$ cat config.mk
export PLATFORM = sky130hd
export DESIGN_NAME = grammar_notation_lexer
export DESIGN_NICKNAME = d
export VERILOG_FILES = /design/src/hdl/gnl_pkg.sv /design/src/hdl/grammar_notation_lexer.sv
export SDC_FILE = /design/constraint.sdc
export NUM_CORES = 1
export LEC_CHECK = 0
export ABC_AREA = 1
export BUFFER_PORTS_ARGS = -buffer_cell sky130_fd_sc_hd__buf_2
export CAP_MARGIN = 25
export CORE_MARGIN = 5
export CORE_UTILIZATION = 35
export CTS_CLUSTER_SIZE = 25
export DETAILED_ROUTE_END_ITERATION = 7
export GPL_TIMING_DRIVEN = 0
export RECOVER_POWER = 25
export SYNTH_ARGS = -nofsm -noshare
export SYNTH_HDL_FRONTEND = slang
export SYNTH_SLANG_ARGS = --single-unit
$ cat constraint.sdc
create_clock -name clk -period 12.5 [get_ports clk]
set_input_delay 1.25 -clock clk [delete_from_list [all_inputs] [get_ports clk]]
set_output_delay 1.25 -clock clk [all_outputs]
set_load 0.01 [all_outputs]
$ cat src/hdl/gnl_pkg.sv
package gnl_pkg;

    localparam int TEXT_ADDR_BITS = 16;

    localparam logic [3:0] KIND_IDENT   = 4'd0;
    localparam logic [3:0] KIND_EQ      = 4'd1;
    localparam logic [3:0] KIND_STAR    = 4'd2;
    localparam logic [3:0] KIND_DOT     = 4'd3;
    localparam logic [3:0] KIND_PLUS    = 4'd4;
    localparam logic [3:0] KIND_PIPE    = 4'd5;
    localparam logic [3:0] KIND_QUEST   = 4'd6;
    localparam logic [3:0] KIND_BANG    = 4'd7;
    localparam logic [3:0] KIND_HASH    = 4'd8;
    localparam logic [3:0] KIND_OPEN    = 4'd9;
    localparam logic [3:0] KIND_CLOSE   = 4'd10;
    localparam logic [3:0] KIND_NEWLINE = 4'd11;
    localparam logic [3:0] KIND_RANGE   = 4'd12;
    localparam logic [3:0] KIND_STRING  = 4'd13;
    localparam logic [3:0] KIND_EOF     = 4'd14;

    localparam logic [1:0] ERR_NONE   = 2'd0;
    localparam logic [1:0] ERR_STRING = 2'd1;
    localparam logic [1:0] ERR_RANGE  = 2'd2;

    typedef struct packed {
        logic [7:0] text_byte;
        logic       end_of_text;
    } in_item_t;

    typedef struct packed {
        logic [3:0]                token_kind;
        logic [TEXT_ADDR_BITS-1:0] start_offset;
        logic [TEXT_ADDR_BITS-1:0] token_length;
        logic [15:0]               start_line;
        logic [15:0]               start_column;
        logic [1:0]                error_code;
        logic                      last_of_run;
    } out_item_t;

endpackage

$ cat src/hdl/grammar_notation_lexer.sv
// A completing byte is captured in the input register; its tokens are then written to the
// token group queue and offered from there. Throughput: one text byte per cycle while the
// queue has room; one token per cycle while token_ready is high, each in its own transfer.
// A four-entry queue of per-byte token groups sets how far the text side may run ahead.
// Reset (rst_n, asynchronous, active low) empties the queue, clears the halt after an
// unclosed literal and restarts counting at offset 0, line 1, column 1.
module grammar_notation_lexer (
    input  logic               clk,
    input  logic               rst_n,
    input  logic               text_valid,
    output logic               text_ready,
    input  gnl_pkg::in_item_t  text_item,
    output logic               token_valid,
    input  logic               token_ready,
    output gnl_pkg::out_item_t token_item
);
    import gnl_pkg::*;

    localparam int GRP_DEPTH = 4;
    localparam int GRP_PTR_BITS = $clog2(GRP_DEPTH);
    localparam int GRP_CNT_BITS = $clog2(GRP_DEPTH + 2);

    localparam logic [7:0] CH_NUL    = 8'h00;
    localparam logic [7:0] CH_TAB    = 8'h09;
    localparam logic [7:0] CH_NL     = 8'h0A;
    localparam logic [7:0] CH_CR     = 8'h0D;
    localparam logic [7:0] CH_SPACE  = 8'h20;
    localparam logic [7:0] CH_DQUOTE = 8'h22;
    localparam logic [7:0] CH_SQUOTE = 8'h27;
    localparam logic [7:0] CH_SLASH  = 8'h2F;
    localparam logic [7:0] CH_BSLASH = 8'h5C;
    localparam logic [7:0] CH_LBRACK = 8'h5B;
    localparam logic [7:0] CH_RBRACK = 8'h5D;
    localparam logic [7:0] CH_MINUS  = 8'h2D;
    localparam logic [7:0] CH_UNDER  = 8'h5F;
    localparam logic [15:0] SAT_MAX  = 16'hFFFF;

    typedef enum logic [2:0] {
        M_IDLE, M_SLASH, M_COMMENT, M_IDENT, M_STRING, M_STRING_ESC, M_RANGE, M_HALTED
    } mode_t;

    typedef struct packed {
        out_item_t [2:0] tok;
        logic [1:0]      cnt;
    } grp_t;

    function automatic out_item_t mk(input logic [3:0] kind,
                                     input logic [TEXT_ADDR_BITS-1:0] off,
                                     input logic [TEXT_ADDR_BITS-1:0] len,
                                     input logic [15:0] line, input logic [15:0] col,
                                     input logic [1:0] err);
        out_item_t r;
        r.token_kind   = kind;
        r.start_offset = off;
        r.token_length = len;
        r.start_line   = line;
        r.start_column = col;
        r.error_code   = err;
        r.last_of_run  = 1'b0;
        return r;
    endfunction

    function automatic logic is_alpha(input logic [7:0] b);
        return (b >= 8'h61 && b <= 8'h7A) || (b >= 8'h41 && b <= 8'h5A);
    endfunction

    function automatic logic is_tail(input logic [7:0] b);
        return is_alpha(b) || (b >= 8'h30 && b <= 8'h39) || b == CH_MINUS || b == CH_UNDER;
    endfunction

    function automatic logic [4:0] punct(input logic [7:0] b);
        // Bit 4 flags a punctuation mark, bits 3:0 carry its kind.
        case (b)
            8'h3D:   return {1'b1, KIND_EQ};
            8'h2A:   return {1'b1, KIND_STAR};
            8'h2E:   return {1'b1, KIND_DOT};
            8'h2B:   return {1'b1, KIND_PLUS};
            8'h7C:   return {1'b1, KIND_PIPE};
            8'h3F:   return {1'b1, KIND_QUEST};
            8'h21:   return {1'b1, KIND_BANG};
            8'h23:   return {1'b1, KIND_HASH};
            8'h28:   return {1'b1, KIND_OPEN};
            8'h29:   return {1'b1, KIND_CLOSE};
            default: return {1'b0, KIND_IDENT};
        endcase
    endfunction

    // Input register
    logic     stg_v_reg;
    in_item_t stg_reg;

    // Lexer state
    mode_t                     mode_reg, mode_next;
    logic                      qdbl_reg, qdbl_next;
    logic [TEXT_ADDR_BITS-1:0] off_reg, off_next;
    logic [15:0]               line_reg, line_next;
    logic [15:0]               col_reg, col_next;
    logic [TEXT_ADDR_BITS-1:0] tb_off_reg, tb_off_next;
    logic [15:0]               tb_line_reg, tb_line_next;
    logic [15:0]               tb_col_reg, tb_col_next;
    logic                      lwn_reg, lwn_next;

    // Token group queue
    grp_t                    grp_mem [GRP_DEPTH];
    logic [GRP_PTR_BITS-1:0] wptr_reg, rptr_reg;
    logic [GRP_CNT_BITS-1:0] gcnt_reg;
    logic [1:0]              sub_reg;

    out_item_t [2:0] res;
    logic [1:0]      nres;
    logic            push, pop;
    grp_t            head;

    assign text_ready = (gcnt_reg + GRP_CNT_BITS'(stg_v_reg)) < GRP_CNT_BITS'(GRP_DEPTH);

    always_comb
    begin
        logic [7:0] b;
        logic       is_end;
        logic       do_idle;
        logic [4:0] pk;

        b        = stg_reg.text_byte;
        is_end   = stg_reg.end_of_text || b == CH_NUL;
        pk       = punct(b);
        do_idle  = 1'b0;

        mode_next    = mode_reg;
        qdbl_next    = qdbl_reg;
        off_next     = off_reg;
        line_next    = line_reg;
        col_next     = col_reg;
        tb_off_next  = tb_off_reg;
        tb_line_next = tb_line_reg;
        tb_col_next  = tb_col_reg;
        lwn_next     = lwn_reg;
        res          = '0;
        nres         = 2'd0;

        if (stg_v_reg && mode_reg != M_HALTED)
        begin
            if (is_end)
            begin
                case (mode_reg)
                    M_STRING, M_STRING_ESC:
                    begin
                        res[nres] = mk(KIND_IDENT, off_reg, '0, line_reg, col_reg, ERR_STRING);
                        nres = nres + 2'd1;
                        mode_next = M_HALTED;
                    end
                    M_RANGE:
                    begin
                        res[nres] = mk(KIND_IDENT, off_reg, '0, line_reg, col_reg, ERR_RANGE);
                        nres = nres + 2'd1;
                        mode_next = M_HALTED;
                    end
                    M_IDENT:
                    begin
                        res[nres] = mk(KIND_IDENT, tb_off_reg, off_reg - tb_off_reg,
                                       tb_line_reg, tb_col_reg, ERR_NONE);
                        nres = nres + 2'd1;
                        lwn_next = 1'b0;
                    end
                    M_COMMENT:
                    begin
                        res[nres] = mk(KIND_NEWLINE, off_reg, '0, line_reg, col_reg, ERR_NONE);
                        nres = nres + 2'd1;
                        lwn_next = 1'b1;
                    end
                    default: ;
                endcase
                if (mode_next != M_HALTED)
                begin
                    if (!lwn_next)
                    begin
                        res[nres] = mk(KIND_NEWLINE, off_reg, '0, line_reg, col_reg, ERR_NONE);
                        nres = nres + 2'd1;
                    end
                    res[nres] = mk(KIND_EOF, off_reg, '0, line_reg, col_reg, ERR_NONE);
                    nres = nres + 2'd1;
                    // The text is over: everything restarts for the next one.
                    mode_next    = M_IDLE;
                    qdbl_next    = 1'b0;
                    off_next     = '0;
                    line_next    = 16'd1;
                    col_next     = 16'd1;
                    tb_off_next  = '0;
                    tb_line_next = 16'd1;
                    tb_col_next  = 16'd1;
                    lwn_next     = 1'b0;
                end
            end
            else
            begin
                case (mode_reg)
                    M_SLASH:
                    begin
                        if (b == CH_SLASH)
                        begin
                            mode_next = M_COMMENT;
                        end
                        else
                        begin
                            mode_next = M_IDLE;
                            do_idle = 1'b1;
                        end
                    end
                    M_COMMENT:
                    begin
                        // The newline that ends a comment is also a newline token itself.
                        if (b == CH_NL)
                        begin
                            res[nres] = mk(KIND_NEWLINE, off_reg, '0, line_reg, col_reg,
                                           ERR_NONE);
                            nres = nres + 2'd1;
                            lwn_next = 1'b1;
                            mode_next = M_IDLE;
                            do_idle = 1'b1;
                        end
                    end
                    M_IDENT:
                    begin
                        if (!is_tail(b))
                        begin
                            res[nres] = mk(KIND_IDENT, tb_off_reg, off_reg - tb_off_reg,
                                           tb_line_reg, tb_col_reg, ERR_NONE);
                            nres = nres + 2'd1;
                            lwn_next = 1'b0;
                            mode_next = M_IDLE;
                            do_idle = 1'b1;
                        end
                    end
                    M_STRING:
                    begin
                        if (b == (qdbl_reg ? CH_DQUOTE : CH_SQUOTE))
                        begin
                            res[nres] = mk(KIND_STRING, tb_off_reg,
                                           off_reg + TEXT_ADDR_BITS'(1) - tb_off_reg,
                                           tb_line_reg, tb_col_reg, ERR_NONE);
                            nres = nres + 2'd1;
                            lwn_next = 1'b0;
                            mode_next = M_IDLE;
                        end
                        else if (b == CH_BSLASH)
                        begin
                            mode_next = M_STRING_ESC;
                        end
                        else if (b == CH_NL)
                        begin
                            res[nres] = mk(KIND_IDENT, off_reg, '0, line_reg, col_reg,
                                           ERR_STRING);
                            nres = nres + 2'd1;
                            mode_next = M_HALTED;
                        end
                    end
                    M_STRING_ESC:
                    begin
                        mode_next = M_STRING;
                    end
                    M_RANGE:
                    begin
                        if (b == CH_RBRACK)
                        begin
                            res[nres] = mk(KIND_RANGE, tb_off_reg,
                                           off_reg + TEXT_ADDR_BITS'(1) - tb_off_reg,
                                           tb_line_reg, tb_col_reg, ERR_NONE);
                            nres = nres + 2'd1;
                            lwn_next = 1'b0;
                            mode_next = M_IDLE;
                        end
                        else if (b == CH_NL)
                        begin
                            res[nres] = mk(KIND_IDENT, off_reg, '0, line_reg, col_reg,
                                           ERR_RANGE);
                            nres = nres + 2'd1;
                            mode_next = M_HALTED;
                        end
                    end
                    default:
                    begin
                        do_idle = 1'b1;
                    end
                endcase

                if (do_idle)
                begin
                    if (b == CH_SLASH)
                    begin
                        mode_next = M_SLASH;
                    end
                    else if (b == CH_NL)
                    begin
                        res[nres] = mk(KIND_NEWLINE, off_reg, '0, line_reg, col_reg, ERR_NONE);
                        nres = nres + 2'd1;
                        lwn_next = 1'b1;
                    end
                    else if (b == CH_SPACE || (b >= CH_TAB && b <= CH_CR))
                    begin
                        mode_next = M_IDLE;
                    end
                    else if (is_alpha(b))
                    begin
                        tb_off_next  = off_reg;
                        tb_line_next = line_reg;
                        tb_col_next  = col_reg;
                        mode_next    = M_IDENT;
                    end
                    else if (pk[4])
                    begin
                        res[nres] = mk(pk[3:0], off_reg, TEXT_ADDR_BITS'(1), line_reg, col_reg,
                                       ERR_NONE);
                        nres = nres + 2'd1;
                        lwn_next = 1'b0;
                    end
                    else if (b == CH_SQUOTE || b == CH_DQUOTE)
                    begin
                        tb_off_next  = off_reg;
                        tb_line_next = line_reg;
                        tb_col_next  = col_reg;
                        qdbl_next    = (b == CH_DQUOTE);
                        mode_next    = M_STRING;
                    end
                    else if (b == CH_LBRACK)
                    begin
                        tb_off_next  = off_reg;
                        tb_line_next = line_reg;
                        tb_col_next  = col_reg;
                        mode_next    = M_RANGE;
                    end
                end

                if (mode_next != M_HALTED)
                begin
                    off_next = off_reg + TEXT_ADDR_BITS'(1);
                    if (b == CH_NL)
                    begin
                        line_next = (line_reg == SAT_MAX) ? line_reg : line_reg + 16'd1;
                        col_next  = 16'd1;
                    end
                    else
                    begin
                        col_next = (col_reg == SAT_MAX) ? col_reg : col_reg + 16'd1;
                    end
                end
            end
        end
    end

    assign push        = nres != 2'd0;
    assign head        = grp_mem[rptr_reg];
    assign token_valid = gcnt_reg != '0;
    assign pop         = token_valid && token_ready && (sub_reg == head.cnt - 2'd1);

    always_comb
    begin
        token_item             = head.tok[sub_reg];
        token_item.last_of_run = (sub_reg == head.cnt - 2'd1);
    end

    always_ff @(posedge clk or negedge rst_n)
    begin
        if (!rst_n)
        begin
            stg_v_reg   <= 1'b0;
            mode_reg    <= M_IDLE;
            qdbl_reg    <= 1'b0;
            off_reg     <= '0;
            line_reg    <= 16'd1;
            col_reg     <= 16'd1;
            tb_off_reg  <= '0;
            tb_line_reg <= 16'd1;
            tb_col_reg  <= 16'd1;
            lwn_reg     <= 1'b0;
            wptr_reg    <= '0;
            rptr_reg    <= '0;
            gcnt_reg    <= '0;
            sub_reg     <= 2'd0;
        end
        else
        begin
            stg_v_reg   <= text_valid && text_ready;
            mode_reg    <= mode_next;
            qdbl_reg    <= qdbl_next;
            off_reg     <= off_next;
            line_reg    <= line_next;
            col_reg     <= col_next;
            tb_off_reg  <= tb_off_next;
            tb_line_reg <= tb_line_next;
            tb_col_reg  <= tb_col_next;
            lwn_reg     <= lwn_next;
            if (push)
            begin
                wptr_reg <= wptr_reg + GRP_PTR_BITS'(1);
            end
            if (pop)
            begin
                rptr_reg <= rptr_reg + GRP_PTR_BITS'(1);
                sub_reg  <= 2'd0;
            end
            else if (token_valid && token_ready)
            begin
                sub_reg <= sub_reg + 2'd1;
            end
            gcnt_reg <= gcnt_reg + GRP_CNT_BITS'(push) - GRP_CNT_BITS'(pop);
        end
    end

    always_ff @(posedge clk)
    begin
        if (text_valid && text_ready)
        begin
            stg_reg <= text_item;
        end
        if (push)
        begin
            grp_mem[wptr_reg] <= '{tok: res, cnt: nres};
        end
    end

    a_queue_bound: assert property (@(posedge clk) disable iff (!rst_n)
        gcnt_reg <= GRP_CNT_BITS'(GRP_DEPTH))
        else $error("token group queue overflow");

    a_halt_silent: assert property (@(posedge clk) disable iff (!rst_n)
        mode_reg == M_HALTED |-> !push && mode_next == M_HALTED)
        else $error("tokens produced after an unclosed literal");

    a_error_alone: assert property (@(posedge clk) disable iff (!rst_n)
        token_valid && token_item.error_code != ERR_NONE |-> token_item.last_of_run)
        else $error("error result is not the only result of its byte");

    a_eof_last: assert property (@(posedge clk) disable iff (!rst_n)
        token_valid && token_item.token_kind == KIND_EOF |-> token_item.last_of_run)
        else $error("eof token is not the last result of its byte");

endmodule

==> results.cfg, run 1 <==
[floorplan]
die_y_um = 341
start_util_pct = 35.2
dieArea_mm2 = 0.116
core-area_mm2 = 0.109
rows = 121
die_w_um = 341
boundaryPins = 86

[layout]
largest_reg_flops = 696
regMostFlops = grp_mem
instances_no_fill = 5483
drive_gt1_share_pct = 7.52
area_delta_synth_final_pct = 14.9
final_nets = 4054

[status]
status = finished with violations
violations = max-capacitance violations, max-slew violations

[cts]
clockBufferDepth = 3
post_cts_buffers = 0
tritoncts = yes
ctsResizeCount = 0
cts_hold_buf = 0
clk-insertion-delay-late_ns = 0.67
cts_made_buffers = 88
cts.root.buffer_cell = clkbuf_16
cts_sinks = 816
clk_pin_slew_ns = 0.06
h-tree-depth = 3

[setup_path]
crit_slowest_cell = clkbuf_1
crit_fanout = 10
reg2reg_slack_ns = 6.71
cp.required_ns = 11.25
cp_cell_sequence = clkbuf_1, clkinv_1, clkbuf_1, clkbuf_1, clkbuf_1, clkbuf_1, nor2_1, o22ai_1, nand2_1, nand3_1, buf_2
crit_path_max_incr_delay_ns = 0.79
cp_num_buf_inv = 7
crit_type = flop to primary output
arrival_ns = 5.44
path_delay_family = buffers and inverters
endpoint_kind = primary output
path_common_cell = clkbuf_1
start_kind = flop

[logic_synthesis]
synth_top_area_share_pct = 55.2
synthArstFlopShare_pct = 13.6
syn-cell-area_mm2 = 0.0384
avgSynthCellArea_um2 = 10.1
synth_seq_cells = 816
synth_ff_type = edfxtp_1
synth_edf_count = 705
netlist_instances = 3782
synth_area_leaders = edfxtp_1 (55%), dfrtp_1 (7.0%), o21ai_0 (5.9%), nor2_1 (5.6%), nand2_1 (4.7%)
yosysTopAreaCell = edfxtp_1
yosysWarnings = 0
synth_most_common_cell = edfxtp_1
synthTopCellsByCount = edfxtp_1 (705), nor2_1 (573), nand2_1 (483)
synthDistinctLibCells = 60
seq_area_frac_synth_pct = 62.4
synth_nets = 3840

[sta]
finalSetupViolations = 0
hold_violations = 0
slew_viol_final = 114
tightest_slew_ns = 4.23
skew_ns = 0.0411
fin_crit_sh_pct = 53.5
final.min_clock_period_ns = 6.69
max_freq_mhz = 149
rsz0062_at_grt = false
setup-tns-final_ns = 0
slew_headroom_pct = -182

[power_and_ir_drop]
p_int_mw = 6.27
p_comb_share_pct = 42.7
switching_share_pct = 42.4
powerDensity_mw_per_mm2 = 247
p_clk_share_pct = 23.8
p_seq_share_pct = 33.5
vdd_drop_max_uv = 134
p_sw_mw = 4.62
cellLeakagePower_nw = 16.1

[placement]
hpwl_um = 88300
placed_cells = 5318
io_buffers = 85
gp_congestion = 0.955

[drt]
route.antenna.remaining_nets = 0
via_per_inst = 5.52
vias = 30300
drt_iter0_drc = 3647
wire_per_inst_um = 22.6
drt_first_pass_iters = 6
wl_um = 124000
drc = 0

[global_route]
overflow = 0
use_met3_pct = 3.09
grt_util_all_layers_pct = 20.7
use_met1_pct = 28.5
grt_pass1_vias = 28800
grt_util_met2_pct = 33.1
antenna_found_initial = 4
grt.busiest_layer = met2
grt_max_degree = 74
grt_pass1_wl_um = 185000

[run]
max_cap_viol_count = 2

[worst_hold_path]
hold_class = flop to flop
## final cells by class
type | count | area (um^2)
fillers | 10400 | 64800
flip-flops and latches | 816 | 24000
multi-input cells | 2447 | 12300
clock buffers | 109 | 2310
well taps | 1414 | 1770
repair buffers | 124 | 1180
inverters | 272 | 1020
plain buffers | 247 | 967
clock inverters | 53 | 559
diodes | 1 | 2.50
## cell families after synthesis
logic type	share of synthesized area, %
fa+ha+maj	1.53
compound gates	14.5
xor+xnor	1.21
buf+inv	5.36
simple gates	14.9
flops	62.4
## through the flow
| step | power (mW) | setup WS, ns | utilization [%] | hold slack [ns] | cell area [um^2] |
|---|---|---|---|---|---|
| finish | 10.9 | 5.81 | 40.5 | 0.501 | 44100 |
| global route | 11.5 | 5.01 | 40.5 | 0.536 | 44100 |
| CTS | 10.9 | 5.70 | 40.6 | 0.505 | 44200 |
| detailed placement | 8.36 | 6.44 | 38.0 | 0.491 | 41400 |
| global placement | 8.41 | -5.19 | 37.3 | 0.487 | 40600 |
| floorplan | 6.48 | 2.39 | - | 0.464 | 38400 |
## final timing paths
path                                         startpoint                          to  cells after the start
worst min-delay path             col_reg[9]$_DFFE_PN0P_      col_reg[9]$_DFFE_PN0P_                      2
min in group asynchronous                         rst_n   tb_off_reg[1]$_DFFE_PN0P_                      1
worst max-delay path            rptr_reg[0]$_DFFE_PN0P_              token_item[66]                     11
max in group asynchronous                         rst_n  tb_col_reg[12]$_DFFE_PN0P_                      2
worst max register to register  mode_reg[1]$_DFFE_PN0P_   grp_mem[1][173]$_DFFE_PP_                     17
worst min register to register   col_reg[9]$_DFFE_PN0P_      col_reg[9]$_DFFE_PN0P_                      2
## routing by layer
layer,share of wire [%],wire [um]
met1,42,52400
met2,46,57400
met3,7.7,9520
met4,3.9,4810
met5,0.027,34
## worst min-delay path: cells and delay by family (launching register included)
family	cells	cell delay, ns
flip-flops	1	0.37
AND/OR/NAND/NOR	2	0.11
## power by group through the flow
stage | Sequential [mW] | Clock, mW | Combinational [mW]
global placement | 3.97 | 0 | 4.45
detailed placement | 3.70 | 0 | 4.65
floorplan | 3.81 | 0 | 2.67
CTS | 3.65 | 2.63 | 4.67
global route | 3.68 | 2.74 | 5.04
finish | 3.65 | 2.59 | 4.64
## cells in the final DEF, fill, tap and decap left out, drive strengths merged, types with 4 or more instances in the layout
cell,synthesis,routed
nor3,81,81
a211oi,7,7
nand3,174,174
clkbuf,199,329
nor4,5,5
buf,48,151
inv,263,266
ha,42,42
clkinv,9,45
o221ai,30,30
edfxtp,705,705
a31oi,22,22
nand2,488,488
o31ai,6,6
xor2,41,41
dfstp,4,4
bufinv,0,7
o21ai,514,514
dfrtp,107,107
o2111ai,10,10
o211ai,42,42
nand4,44,44
o22ai,238,238
nor2,582,582
a22oi,7,7
a21oi,74,74
xnor2,12,12
clkinvlp,0,7
Note: power is estimated with default switching activity, not from simulation.
==> inputs of run 2 (changes only) <==
==> constraint.sdc (replaced) <==
create_clock -name clk -period 6.1 [get_ports clk]
set_input_delay 0.61 -clock clk [delete_from_list [all_inputs] [get_ports clk]]
set_output_delay 0.61 -clock clk [all_outputs]
set_load 0.01 [all_outputs]
==> run 2 against run 1 <==
The run still ends with max-capacitance violations, max-slew violations left. Die area unchanged. Clock skew increased by 0.012 ns. Setup slack got worse by 5.3 ns. Via count increased by 0.74%. Critical path depth increased by 1. Flip-flop and latch count unchanged. Core utilization about the same. Count of clock-buffer cells in the layout decreased by 1. Highest routed layer is now met4.
==> results.cfg, run 2 (same netlist as run 1, synthesis figures left out) <==
[sta]
final.min_clock_period_ns = 5.55
fin_crit_sh_pct = 91.1
skew_ns = 0.0529
tightest_slew_ns = 2.23
slew_viol_final = 114
hold_violations = 0
rsz0062_at_grt = false
finalSetupViolations = 0
slew_headroom_pct = -48.5
fin_hold_ws_ns = 0.129
max_freq_mhz = 180
fin_ws_ns = 0.546

[floorplan]
boundaryPins = 86
start_util_pct = 35.2
dieArea_mm2 = 0.116
rows = 121
die_y_um = 341
core-area_mm2 = 0.109
die_w_um = 341

[setup_path]
crit_type = flop to primary output
cp.required_ns = 5.49
crit_fanout = 10
start_kind = flop
arrival_ns = 4.94
endpoint_kind = primary output

[layout]
largest_reg_flops = 696
regArea_mm2 = 0.0240
final_common_cell = edfxtp_1
final_cell_mix = edfxtp_1 (705), nor2_1 (570), o21ai_0 (499), nand2_1 (484), inv_1 (249)
area_delta_synth_final_pct = 14.9
multi_input_area_mm2 = 0.0123
regMostFlops = grp_mem
fillers = 10500
drive_gt1_share_pct = 7.81
final_nets = 4059
antennaDiodeCount = 0

[cts]
clk_pin_slew_ns = 0.06
clockBufferDepth = 3
clk-insertion-delay-late_ns = 0.68
tritoncts = yes
cts.root.buffer_cell = clkbuf_16
h-tree-depth = 3
ctsResizeCount = 0
cts_sinks = 816
cts_made_buffers = 88

[power_and_ir_drop]
vdd_drop_max_uv = 341
cellLeakagePower_nw = 16.2
switching_share_pct = 42.6
powerDensity_mw_per_mm2 = 505
p_clk_share_pct = 23.4
p_comb_share_pct = 43.0
p_seq_share_pct = 33.6
p_int_mw = 12.8
p_sw_mw = 9.47

[drt]
drt_iter0_drc = 3603
route.antenna.remaining_nets = 0
wl_um = 125000
drc = 0
vias = 30500
via_per_inst = 5.56
drt_first_pass_iters = 6
wire_per_inst_um = 22.8

[run]
max_cap_viol_count = 2

[global_route]
grt_pass1_vias = 29200
grt_max_degree = 79
overflow = 0
grt_util_all_layers_pct = 20.9
grt_pass1_wl_um = 186000
antenna_found_initial = 3

[placement]
post-place-ws_ns = 0.747
hpwl_um = 89100
io_buffers = 85
gp_congestion = 0.951

[status]
violations = max-capacitance violations, max-slew violations
status = finished with violations

[worst_hold_path]
hold_class = input pin to flop
run 2: worst max-delay path, stage by stage, from the launching register on:
cell	delay [ns]
dfrtp_1	0.36
clkbuf_1	0.20
buf_8	0.22
clkinv_1	0.25
clkbuf_1	0.85
clkbuf_1	0.58
buf_8	0.23
clkbuf_1	0.52
nor2_1	0.09
o22ai_1	0.33
nand2_1	0.13
nand3_1	0.30
buf_2	0.21
run 2: area by class of cell:
type	instances	area share [%]
flip-flops and latches	816	54.3
plain buffers	247	2.23
clock inverters	54	1.12
inverters	272	2.32
multi-input cells	2447	28.0
repair buffers	129	2.74
well taps	1414	4.01
clock buffers	108	5.26
run 2: worst paths after layout:
check / start / endpoint / slack [ns] / cells after the start
max: rptr_reg[0]$_DFFE_PN0P_ / token_item[66] / 0.55 / 12
min: text_item[1] / stg_reg[1]$_DFFE_PP_ / 0.13 / 1
max reg2reg: mode_reg[1]$_DFFE_PN0P_ / grp_mem[1][171]$_DFFE_PP_ / 0.61 / 17
min reg2reg: col_reg[9]$_DFFE_PN0P_ / col_reg[9]$_DFFE_PN0P_ / 0.50 / 2
max in group asynchronous: rst_n / tb_col_reg[11]$_DFFE_PN0P_ / 1.82 / 3
min in group asynchronous: rst_n / off_reg[11]$_DFFE_PN0P_ / 1.15 / 2
run 2: stage by stage:
stage / util, % / area, um^2 / power (mW) / TNS, ns / cells
3_5_place_dp: 38.0 / 41400 / 17.2 / 0 / 5322
2_1_floorplan: - / 38400 / 13.2 / -738.04 / 3782
5_1_grt: 40.5 / 44100 / 23.4 / 0 / 5487
3_3_place_gp: 37.3 / 40600 / 17.0 / -4218.93 / 5281
6_report: 40.5 / 44100 / 22.3 / 0 / 5487
4_1_cts: 40.6 / 44200 / 22.4 / 0 / 5485
run 2: timing repair:
item / 4_1_cts / 5_1_grt
hold endpoints to repair: 33 / 0
setup buffers: 0 / 0
hold buffers: 1 / 0
run 2: power groups by stage:
stage / clock network (mW) / registers, mW / logic [mW]
after floorplan: 0 / 7.68 / 5.47
after global placement: 0 / 7.89 / 9.15
after detailed placement: 0 / 7.58 / 9.59
after CTS: 5.28 / 7.47 / 9.63
after global routing: 5.51 / 7.54 / 10.4
final: 5.21 / 7.48 / 9.57
run 2: per-layer routing:
metal	vias up	wire, um	global-route usage [%]
met4	0	5270	8.40
met1	14900	52100	28.5
met5	-	0	0
li1	14000	-	-
met3	253	11000	4.17
met2	1398	56900	32.7
